===== src/design/greedy_word_wrap_line_breaker_core_defines.svh =====
// Assertion macros shared by the line breaker modules.
`ifndef GREEDY_WORD_WRAP_LINE_BREAKER_CORE_DEFINES_SVH
`define GREEDY_WORD_WRAP_LINE_BREAKER_CORE_DEFINES_SVH

// Checked at every clock edge outside reset.
`define GWW_ASSERT(label, prop, msg) \
	label: assert property (@(posedge clk) disable iff (!arst_n) prop) else $error(msg);

// Checked at every clock edge, reset included.
`define GWW_ASSERT_ALWAYS(label, prop, msg) \
	label: assert property (@(posedge clk) prop) else $error(msg);

`endif


===== src/design/gww_pkg.sv =====
// Types and constants of the greedy word wrap line breaker.
package gww_pkg;

	localparam logic       OP_CHAR          = 1'b0;
	localparam logic       OP_END           = 1'b1;
	localparam logic [7:0] NEWLINE_CODE     = 8'd10;
	localparam logic [7:0] SPACE_CODE       = 8'd32;
	localparam logic [11:0] WRAP_WIDTH_RESET = 12'd640;

	localparam int         ADDR_BITS        = 3;
	localparam logic [0:0] REG_WRAP_WIDTH   = 1'b0;

	typedef struct packed {
		logic       op;
		logic [7:0] char_code;
		logic [7:0] char_width;
	} gww_in_t;

	typedef struct packed {
		logic [15:0] line_begin;
		logic [15:0] line_length;
		logic [11:0] line_width;
		logic [5:0]  line_number;
		logic        last_of_run;
	} gww_out_t;

	typedef struct packed {
		logic push0;
		logic push1;
	} gww_push_t;

endpackage


===== src/design/gww_engine.sv =====
// Line state and break decision, one character beat per cycle while accept is high.
`include "greedy_word_wrap_line_breaker_core_defines.svh"

module gww_engine
	import gww_pkg::*;
#(
	parameter int LINE_LIMIT    = 64,
	parameter int POSITION_BITS = 16
) (
	input  logic        clk,
	input  logic        arst_n,
	input  logic        accept,
	input  gww_in_t     item,
	input  logic [11:0] wrap_width,
	output gww_push_t   push,
	output gww_out_t    rec0,
	output gww_out_t    rec1
);

	localparam int PB = POSITION_BITS;
	localparam int CW = $clog2(LINE_LIMIT + 1);

	logic [PB-1:0] pos_q, start_q, space_pos_q;
	logic [11:0]   width_q, wbs_q, rest_q;
	logic          space_seen_q;
	logic [CW-1:0] lines_q;

	logic [PB-1:0] pos_n, start_n, space_pos_n;
	logic [11:0]   width_n, wbs_n, rest_n;
	logic          space_seen_n;
	logic [CW-1:0] lines_n;

	logic          room, nonempty0, nonempty1, over0, over1, lim1, lim2, acc;
	logic [12:0]   sum0, sum1;
	logic [PB-1:0] start1;
	logic [11:0]   cur_w;
	logic [31:0]   num0, num1;

	function automatic gww_out_t make_rec(input logic [PB-1:0] start,
		input logic [PB-1:0] len, input logic [11:0] width, input logic [31:0] num);
		gww_out_t r;
		logic [31:0] s32, l32;
		s32 = 32'(start);
		l32 = 32'(len);
		r.line_begin  = s32[15:0];
		r.line_length = l32[15:0];
		r.line_width  = width;
		r.line_number = num[5:0];
		r.last_of_run = 1'b1;
		return r;
	endfunction

	assign room      = lines_q < CW'(LINE_LIMIT);
	assign sum0      = {1'b0, width_q} + {5'b0, item.char_width};
	assign sum1      = {1'b0, rest_q} + {5'b0, item.char_width};
	assign over0     = sum0 > {1'b0, wrap_width};
	assign over1     = sum1 > {1'b0, wrap_width};
	assign start1    = space_pos_q + PB'(1);
	assign nonempty0 = pos_q != start_q;
	assign nonempty1 = pos_q != start1;
	assign lim1      = ({1'b0, lines_q} + (CW+1)'(1)) >= (CW+1)'(LINE_LIMIT);
	assign lim2      = ({1'b0, lines_q} + (CW+1)'(2)) >= (CW+1)'(LINE_LIMIT);
	assign num0      = 32'(lines_q);
	assign num1      = 32'(lines_q) + 32'd1;

	always_comb begin
		pos_n        = pos_q;
		start_n      = start_q;
		space_pos_n  = space_pos_q;
		width_n      = width_q;
		wbs_n        = wbs_q;
		rest_n       = rest_q;
		space_seen_n = space_seen_q;
		push         = '0;
		acc          = 1'b0;
		cur_w        = width_q;
		rec0         = make_rec(start_q, pos_q - start_q, width_q, num0);
		rec1         = make_rec(start1, pos_q - start1, rest_q, num1);
		if (accept) begin
			if (item.op == OP_END) begin
				push.push0   = room && nonempty0;
				pos_n        = '0;
				start_n      = '0;
				space_pos_n  = '0;
				width_n      = '0;
				wbs_n        = '0;
				rest_n       = '0;
				space_seen_n = 1'b0;
			end else if (room) begin
				acc = 1'b1;
				if (item.char_code == NEWLINE_CODE) begin
					push.push0   = 1'b1;
					pos_n        = pos_q + PB'(1);
					start_n      = pos_q + PB'(1);
					width_n      = '0;
					space_seen_n = 1'b0;
					acc          = 1'b0;
				end else if (over0 && nonempty0) begin
					push.push0   = 1'b1;
					space_seen_n = 1'b0;
					if (space_seen_q) begin
						rec0    = make_rec(start_q, space_pos_q - start_q, wbs_q, num0);
						start_n = start1;
						cur_w   = rest_q;
						if (lim1) begin
							acc = 1'b0;
						end else if (over1 && nonempty1) begin
							push.push1 = 1'b1;
							start_n    = pos_q;
							cur_w      = '0;
							if (lim2) begin
								acc = 1'b0;
							end
						end
					end else begin
						start_n = pos_q;
						cur_w   = '0;
						if (lim1) begin
							acc = 1'b0;
						end
					end
					width_n = cur_w;
				end
				if (acc) begin
					width_n = cur_w + {4'b0, item.char_width};
					pos_n   = pos_q + PB'(1);
					if (item.char_code == SPACE_CODE) begin
						space_seen_n = 1'b1;
						space_pos_n  = pos_q;
						wbs_n        = cur_w;
						rest_n       = '0;
					end else begin
						rest_n = rest_q + {4'b0, item.char_width};
					end
				end
			end
		end
		rec0.last_of_run = !push.push1;
		if (accept && item.op == OP_END) begin
			lines_n = '0;
		end else begin
			lines_n = lines_q + CW'(push.push0) + CW'(push.push1);
		end
	end

	always_ff @(posedge clk or negedge arst_n) begin
		if (!arst_n) begin
			pos_q        <= '0;
			start_q      <= '0;
			space_pos_q  <= '0;
			width_q      <= '0;
			wbs_q        <= '0;
			rest_q       <= '0;
			space_seen_q <= 1'b0;
			lines_q      <= '0;
		end else begin
			pos_q        <= pos_n;
			start_q      <= start_n;
			space_pos_q  <= space_pos_n;
			width_q      <= width_n;
			wbs_q        <= wbs_n;
			rest_q       <= rest_n;
			space_seen_q <= space_seen_n;
			lines_q      <= lines_n;
		end
	end

	`GWW_ASSERT(a_lines_bounded, lines_q <= CW'(LINE_LIMIT), "line count past limit")
	`GWW_ASSERT(a_end_clears, (accept && item.op == OP_END) |=> (pos_q == '0 && lines_q == '0), "end of text did not clear")
	`GWW_ASSERT(a_two_needs_space, push.push1 |-> (push.push0 && space_seen_q), "second line without space break")

endmodule


===== src/design/gww_queue.sv =====
// Four-entry result queue taking up to two line records per cycle.
`include "greedy_word_wrap_line_breaker_core_defines.svh"

module gww_queue
	import gww_pkg::*;
(
	input  logic      clk,
	input  logic      arst_n,
	input  gww_push_t push,
	input  gww_out_t  rec0,
	input  gww_out_t  rec1,
	output logic      full,
	output logic      valid,
	input  logic      stall,
	output gww_out_t  data
);

	gww_out_t    mem_q [4];
	logic [1:0]  head_q;
	logic [2:0]  cnt_q;
	logic [1:0]  tail;
	logic        pop;

	assign tail  = head_q + cnt_q[1:0];
	assign valid = cnt_q != 3'd0;
	assign full  = cnt_q > 3'd2;
	assign pop   = valid && !stall;
	assign data  = mem_q[head_q];

	always_ff @(posedge clk) begin
		if (push.push0) begin
			mem_q[tail] <= rec0;
		end
		if (push.push1) begin
			mem_q[tail + 2'd1] <= rec1;
		end
	end

	always_ff @(posedge clk or negedge arst_n) begin
		if (!arst_n) begin
			head_q <= '0;
			cnt_q  <= '0;
		end else begin
			head_q <= head_q + 2'(pop);
			cnt_q  <= cnt_q + 3'(push.push0) + 3'(push.push1) - 3'(pop);
		end
	end

	`GWW_ASSERT(a_cnt_bounded, cnt_q <= 3'd4, "queue count past depth")
	`GWW_ASSERT(a_no_overflow, push.push0 |-> cnt_q <= 3'd2, "push into queue without room")
	`GWW_ASSERT(a_drain, (cnt_q == 3'd1 && pop && !push.push0) |=> !valid, "queue did not drain")

endmodule


===== src/design/greedy_word_wrap_line_breaker_core.sv =====
// Top level of the greedy word wrap line breaker with its register port.
//
//  channel  | beat carries                      | handshake
//  ---------+-----------------------------------+---------------------------
//  char     | op, char_code, char_width         | char_valid / char_stall
//  line     | start, length, width, number, last| line_valid / line_stall
//  config   | wrap_width at byte address 0      | psel / penable / pwrite
//
// One character beat is taken per cycle while char_stall is low; its line records enter
// the result queue at the same edge and reach the line channel after those ahead of them.
// A beat yields at most two records; the four-entry queue stalls input when it holds more
// than two, so sustained input rate is one beat per cycle while lines drain as fast.
// Reset clears the line state and sets wrap_width to 640.
// A stall on the line channel holds the head record; input stalls once the queue fills.
`include "greedy_word_wrap_line_breaker_core_defines.svh"

module greedy_word_wrap_line_breaker_core
	import gww_pkg::*;
#(
	parameter int LINE_LIMIT    = 64,
	parameter int POSITION_BITS = 16
) (
	input  logic                 clk,
	input  logic                 arst_n,
	input  logic                 char_valid,
	output logic                 char_stall,
	input  gww_in_t              char_data,
	output logic                 line_valid,
	input  logic                 line_stall,
	output gww_out_t             line_data,
	input  logic                 psel,
	input  logic                 penable,
	input  logic                 pwrite,
	input  logic [ADDR_BITS-1:0] paddr,
	input  logic [31:0]          pwdata,
	output logic [31:0]          prdata,
	output logic                 pready
);

	logic [11:0] wrap_width_q;
	logic        accept;
	logic        full;
	gww_push_t   push;
	gww_out_t    rec0, rec1;

	assign pready     = 1'b1;
	assign char_stall = full;
	assign accept     = char_valid && !char_stall;

	always_ff @(posedge clk or negedge arst_n) begin
		if (!arst_n) begin
			wrap_width_q <= WRAP_WIDTH_RESET;
		end else if (psel && penable && pwrite && pready
			&& paddr[ADDR_BITS-1:2] == REG_WRAP_WIDTH) begin
			wrap_width_q <= pwdata[11:0];
		end
	end

	always_comb begin
		case (paddr[ADDR_BITS-1:2])
			REG_WRAP_WIDTH: prdata = {20'b0, wrap_width_q};
			default:        prdata = '0;
		endcase
	end

	gww_engine #(
		.LINE_LIMIT   (LINE_LIMIT),
		.POSITION_BITS(POSITION_BITS)
	) u_engine (
		.clk       (clk),
		.arst_n    (arst_n),
		.accept    (accept),
		.item      (char_data),
		.wrap_width(wrap_width_q),
		.push      (push),
		.rec0      (rec0),
		.rec1      (rec1)
	);

	gww_queue u_queue (
		.clk   (clk),
		.arst_n(arst_n),
		.push  (push),
		.rec0  (rec0),
		.rec1  (rec1),
		.full  (full),
		.valid (line_valid),
		.stall (line_stall),
		.data  (line_data)
	);

endmodule


===== config.mk =====
export PLATFORM = sky130hd
export DESIGN_NAME = greedy_word_wrap_line_breaker_core
export DESIGN_NICKNAME = d
export VERILOG_FILES = /design/src/design/gww_pkg.sv /design/src/design/gww_engine.sv /design/src/design/gww_queue.sv /design/src/design/greedy_word_wrap_line_breaker_core.sv
export VERILOG_INCLUDE_DIRS = /design/src /design/src/design
export SDC_FILE = /design/constraint.sdc
export NUM_CORES = 1
export LEC_CHECK = 0
export BUFFER_PORTS_ARGS = -buffer_cell sky130_fd_sc_hd__buf_4
export CELL_PAD_IN_SITES_DETAIL_PLACEMENT = 0
export CELL_PAD_IN_SITES_GLOBAL_PLACEMENT = 2
export CORE_AREA = 10 10 224 226
export CTS_CLUSTER_SIZE = 30
export DETAILED_ROUTE_END_ITERATION = 10
export DIE_AREA = 0 0 234 236
export PLACE_DENSITY = 0.9
export SLEW_MARGIN = 20
export SYNTH_ARGS = -nofsm -noshare
export SYNTH_HDL_FRONTEND = slang
export SYNTH_SLANG_ARGS = --single-unit

===== constraint.sdc =====
create_clock -name clk -period 14.75 [get_ports clk]
set_clock_uncertainty 0.05 [all_clocks]
set_input_delay 2.2125 -clock clk [delete_from_list [all_inputs] [get_ports clk]]
set_output_delay 2.2125 -clock clk [all_outputs]
set_load 0.05 [all_outputs]

==> impl_metrics.ini <==
[placed_design]
io_buffers = 101
gp_congestion = 0.879
hpwl_microns = 41700
placed_area_sq_um = 21100

[timing]
setup_tns_ns = 0
rsz0062_at_grt = no
setup_violations = 0
drv_slew = 0
tightest_slew_ns = 1.04
finalCritPeriodShare = 0.552
fin_crit_ns = 8.14
slew_headroom = 0.307
hold_violations = 0
fmax_ghz = 0.123

[run_status]
status = completed

[floorplanning]
start_util = 0.434
core_sq_um = 45900
die_y_microns = 236
io_pins = 145
rows = 79
dieArea_sq_um = 55200
fp.dieW_microns = 234

[clock_network]
cts_resized = 0
clkLatencyLatePin_ns = 0.56
root_buffer = clkbuf_16
htreeDepth = 2
cts_hold_repair.buffers = 0
path_clk_slew_ns = 0.06
clock-sinks = 313
clk_path_buf_depth = 3
cts_made_buffers = 36
cts_tree = done
cts_setup_buffers = 0

[routing]
wire_per_inst_microns = 23.6
ant_nets = 0
vias = 15600
viasPerCell = 6.14
drt_iter0_markers = 1519
routed_wl_microns = 60000
drc = 0
drt_pass1_iterations = 8

[worst_setup_path]
cp-end-kind = register
crit_type = in2reg
worstSetupStartpointType = input pin
r2r-start = u_engine.rest_q[0]
cp.required_ns = 15.19
cp-startpoint = char_data[0]
arrival_ns = 8.58
cpLargestDelayFamily = compound AO/OA/AOI/OAI gates
timing.critical_path.buf_inv = 3
critPathSlowestCell = or4b_4
cpPeakStageDelay_ns = 0.50
cpMostUsedCell = ha_1
crit_fanout = 21

[synth]
synth_cell_type_count = 95
synth_ff_type = edfxtp_1
yosysSeqAreaShare = 0.443
netlist_area_sq_um = 19900
synth_edf_count = 200
ys_seq_elements = 313
synth_warnings = 0
syn_area_per_cell_sq_um = 10.7
synthCells = 1865
synth-async-reset-ratio = 0.348

[cells_and_area]
n_antenna_cell = 0
seq_area_sq_um = 8820
drive_gt1_frac = 0.166
final_cell_area_sq_um = 22200
layout_common_cells = 200 x edfxtp_1, 148 x o22ai_1, 146 x nand2_1
final_common_cell = edfxtp_1
fillers = 4246
nets = 2083
syn2layout_area_growth_pct = 11.6
multi_input_area_sq_um = 10300

[worst_hold_path]
hold_class = reg2reg
min_from = u_engine.start_q[10]

[pwr]
powerDensity_nw_per_um2 = 176
p_leak_nw = 9.08
irDropWorstVdd_mv = 0.193

[grt]
grt_first_pass_wirelength_microns = 92800
grt_pass1_vias = 15700
grt_max_degree = 66
antenna_found_initial = 0
grt_overflow = 0
grtUsageTotal = 0.214

[run]
drv_cap = 0
worst paths after layout:
path	slack, ns	depth (start not counted)	to
max reg2reg	7.93	26	u_engine.width_q[10]
min in group asynchronous	1.64	1	u_engine.start_q[14]
max	6.61	27	u_engine.width_q[10]
max in group asynchronous	11.57	2	u_queue.head_q[0]
min reg2reg	0.43	2	u_engine.start_q[10]
min	0.43	2	u_engine.start_q[10]
state kept, by name, summed over array words and instances (netlist names):
| register | cells |
|---|---|
| u_engine.lines_q | 7 |
| u_queue.mem_q | 204 |
| u_engine.pos_q | 16 |
| u_engine.wbs_q | 12 |
| u_queue.cnt_q | 3 |
| u_engine.width_q | 12 |
| u_engine.rest_q | 12 |
| u_queue.head_q | 2 |
| u_engine.space_seen_q | 1 |
| u_engine.start_q | 16 |
| u_engine.space_pos_q | 16 |
| wrap_width_q | 12 |
cells in the mapped netlist (26+ instances only):
library cell / count / area share
edfxtp_1: 200 / 0.30
nand2_1: 150 / 0.028
o22ai_1: 148 / 0.047
dfrtp_1: 107 / 0.13
ha_1: 102 / 0.064
o21ai_0: 89 / 0.022
nor2_1: 88 / 0.017
clkbuf_1: 84 / 0.016
inv_1: 81 / 0.015
a21oi_1: 69 / 0.017
nand3_1: 52 / 0.013
mux4_2: 51 / 0.058
xnor2_1: 44 / 0.019
xor2_1: 39 / 0.017
nor3_1: 36 / 0.0091
and3_1: 33 / 0.010
mux2i_1: 30 / 0.015
nand4_1: 30 / 0.0094
a21o_1: 26 / 0.0098
o31ai_1: 26 / 0.0098
per-stage QoR:
stage | power (W) | worst slack, ns | hold WS [ns] | instances | utilization
after global placement | 0.00301 | 6.13 | 0.410 | 2482 | 0.460
after detailed placement | 0.00304 | 6.10 | 0.414 | 2482 | 0.460
after global routing | 0.00415 | 6.27 | 0.452 | 2543 | 0.484
after floorplan | 0.00251 | 6.91 | 0.398 | 1884 | -
after CTS | 0.00392 | 6.67 | 0.428 | 2543 | 0.484
final | 0.00391 | 6.61 | 0.426 | 2543 | 0.484
metal layers:
metal | vias up | global-route usage | share of wire
met1 | 7681 | 0.302 | 0.44
li1 | 7215 | - | -
met4 | 0 | 0.0661 | 0.024
met3 | 83 | 0.0358 | 0.082
met2 | 636 | 0.330 | 0.45
met5 | - | 0 | 0
worst register-to-register path, cell delays in order (launching register included):
cell	delay (ns)
dfrtp_1	0.42
ha_1	0.20
inv_1	0.06
fa_1	0.42
nand2b_1	0.19
a211oi_1	0.43
o311a_1	0.36
xnor2_1	0.19
ha_1	0.29
a21o_1	0.18
a21oi_2	0.16
or4b_4	0.50
a221oi_2	0.37
or2_4	0.38
nand3_1	0.15
nand2_1	0.08
ha_1	0.16
inv_1	0.05
fa_1	0.41
nand3b_1	0.21
a21boi_0	0.22
o21ai_0	0.16
a21boi_0	0.29
o21a_1	0.15
nor2_1	0.07
or4b_1	0.50
nand3_1	0.10
final cells by class:
class | count | share of cell area
multi-input combinational | 1354 | 0.462
clock buffer | 42 | 0.0416
timing repair buffer | 125 | 0.0423
sequential | 313 | 0.397
tap | 607 | 0.0342
clock inverter | 19 | 0.00896
inverter | 83 | 0.0140
power by group:
part | switching, W | total [W] | internal [W]
Combinational | 0.00123 | 0.00191 | 0.000682
Sequential | 0.0000972 | 0.00112 | 0.00103
Clock | 0.000373 | 0.000877 | 0.000504
logic make-up (layout without fill, tap and decap cells):
kind of cell             count (synthesis)  count (layout)  synth area share
AO/OA/AOI/OAI                          543             543             0.187
AND/OR/NAND/NOR                        490             490             0.124
flip-flops                             313             313             0.443
buffers and inverters                  217             269            0.0474
adder cells (fa/ha/maj)                111             111            0.0732
multiplexers                           105             105            0.0868
XOR/XNOR                                84              84            0.0377
other                                    2              21          0.000378
No activity file was read; power rests on OpenSTA's default activity.
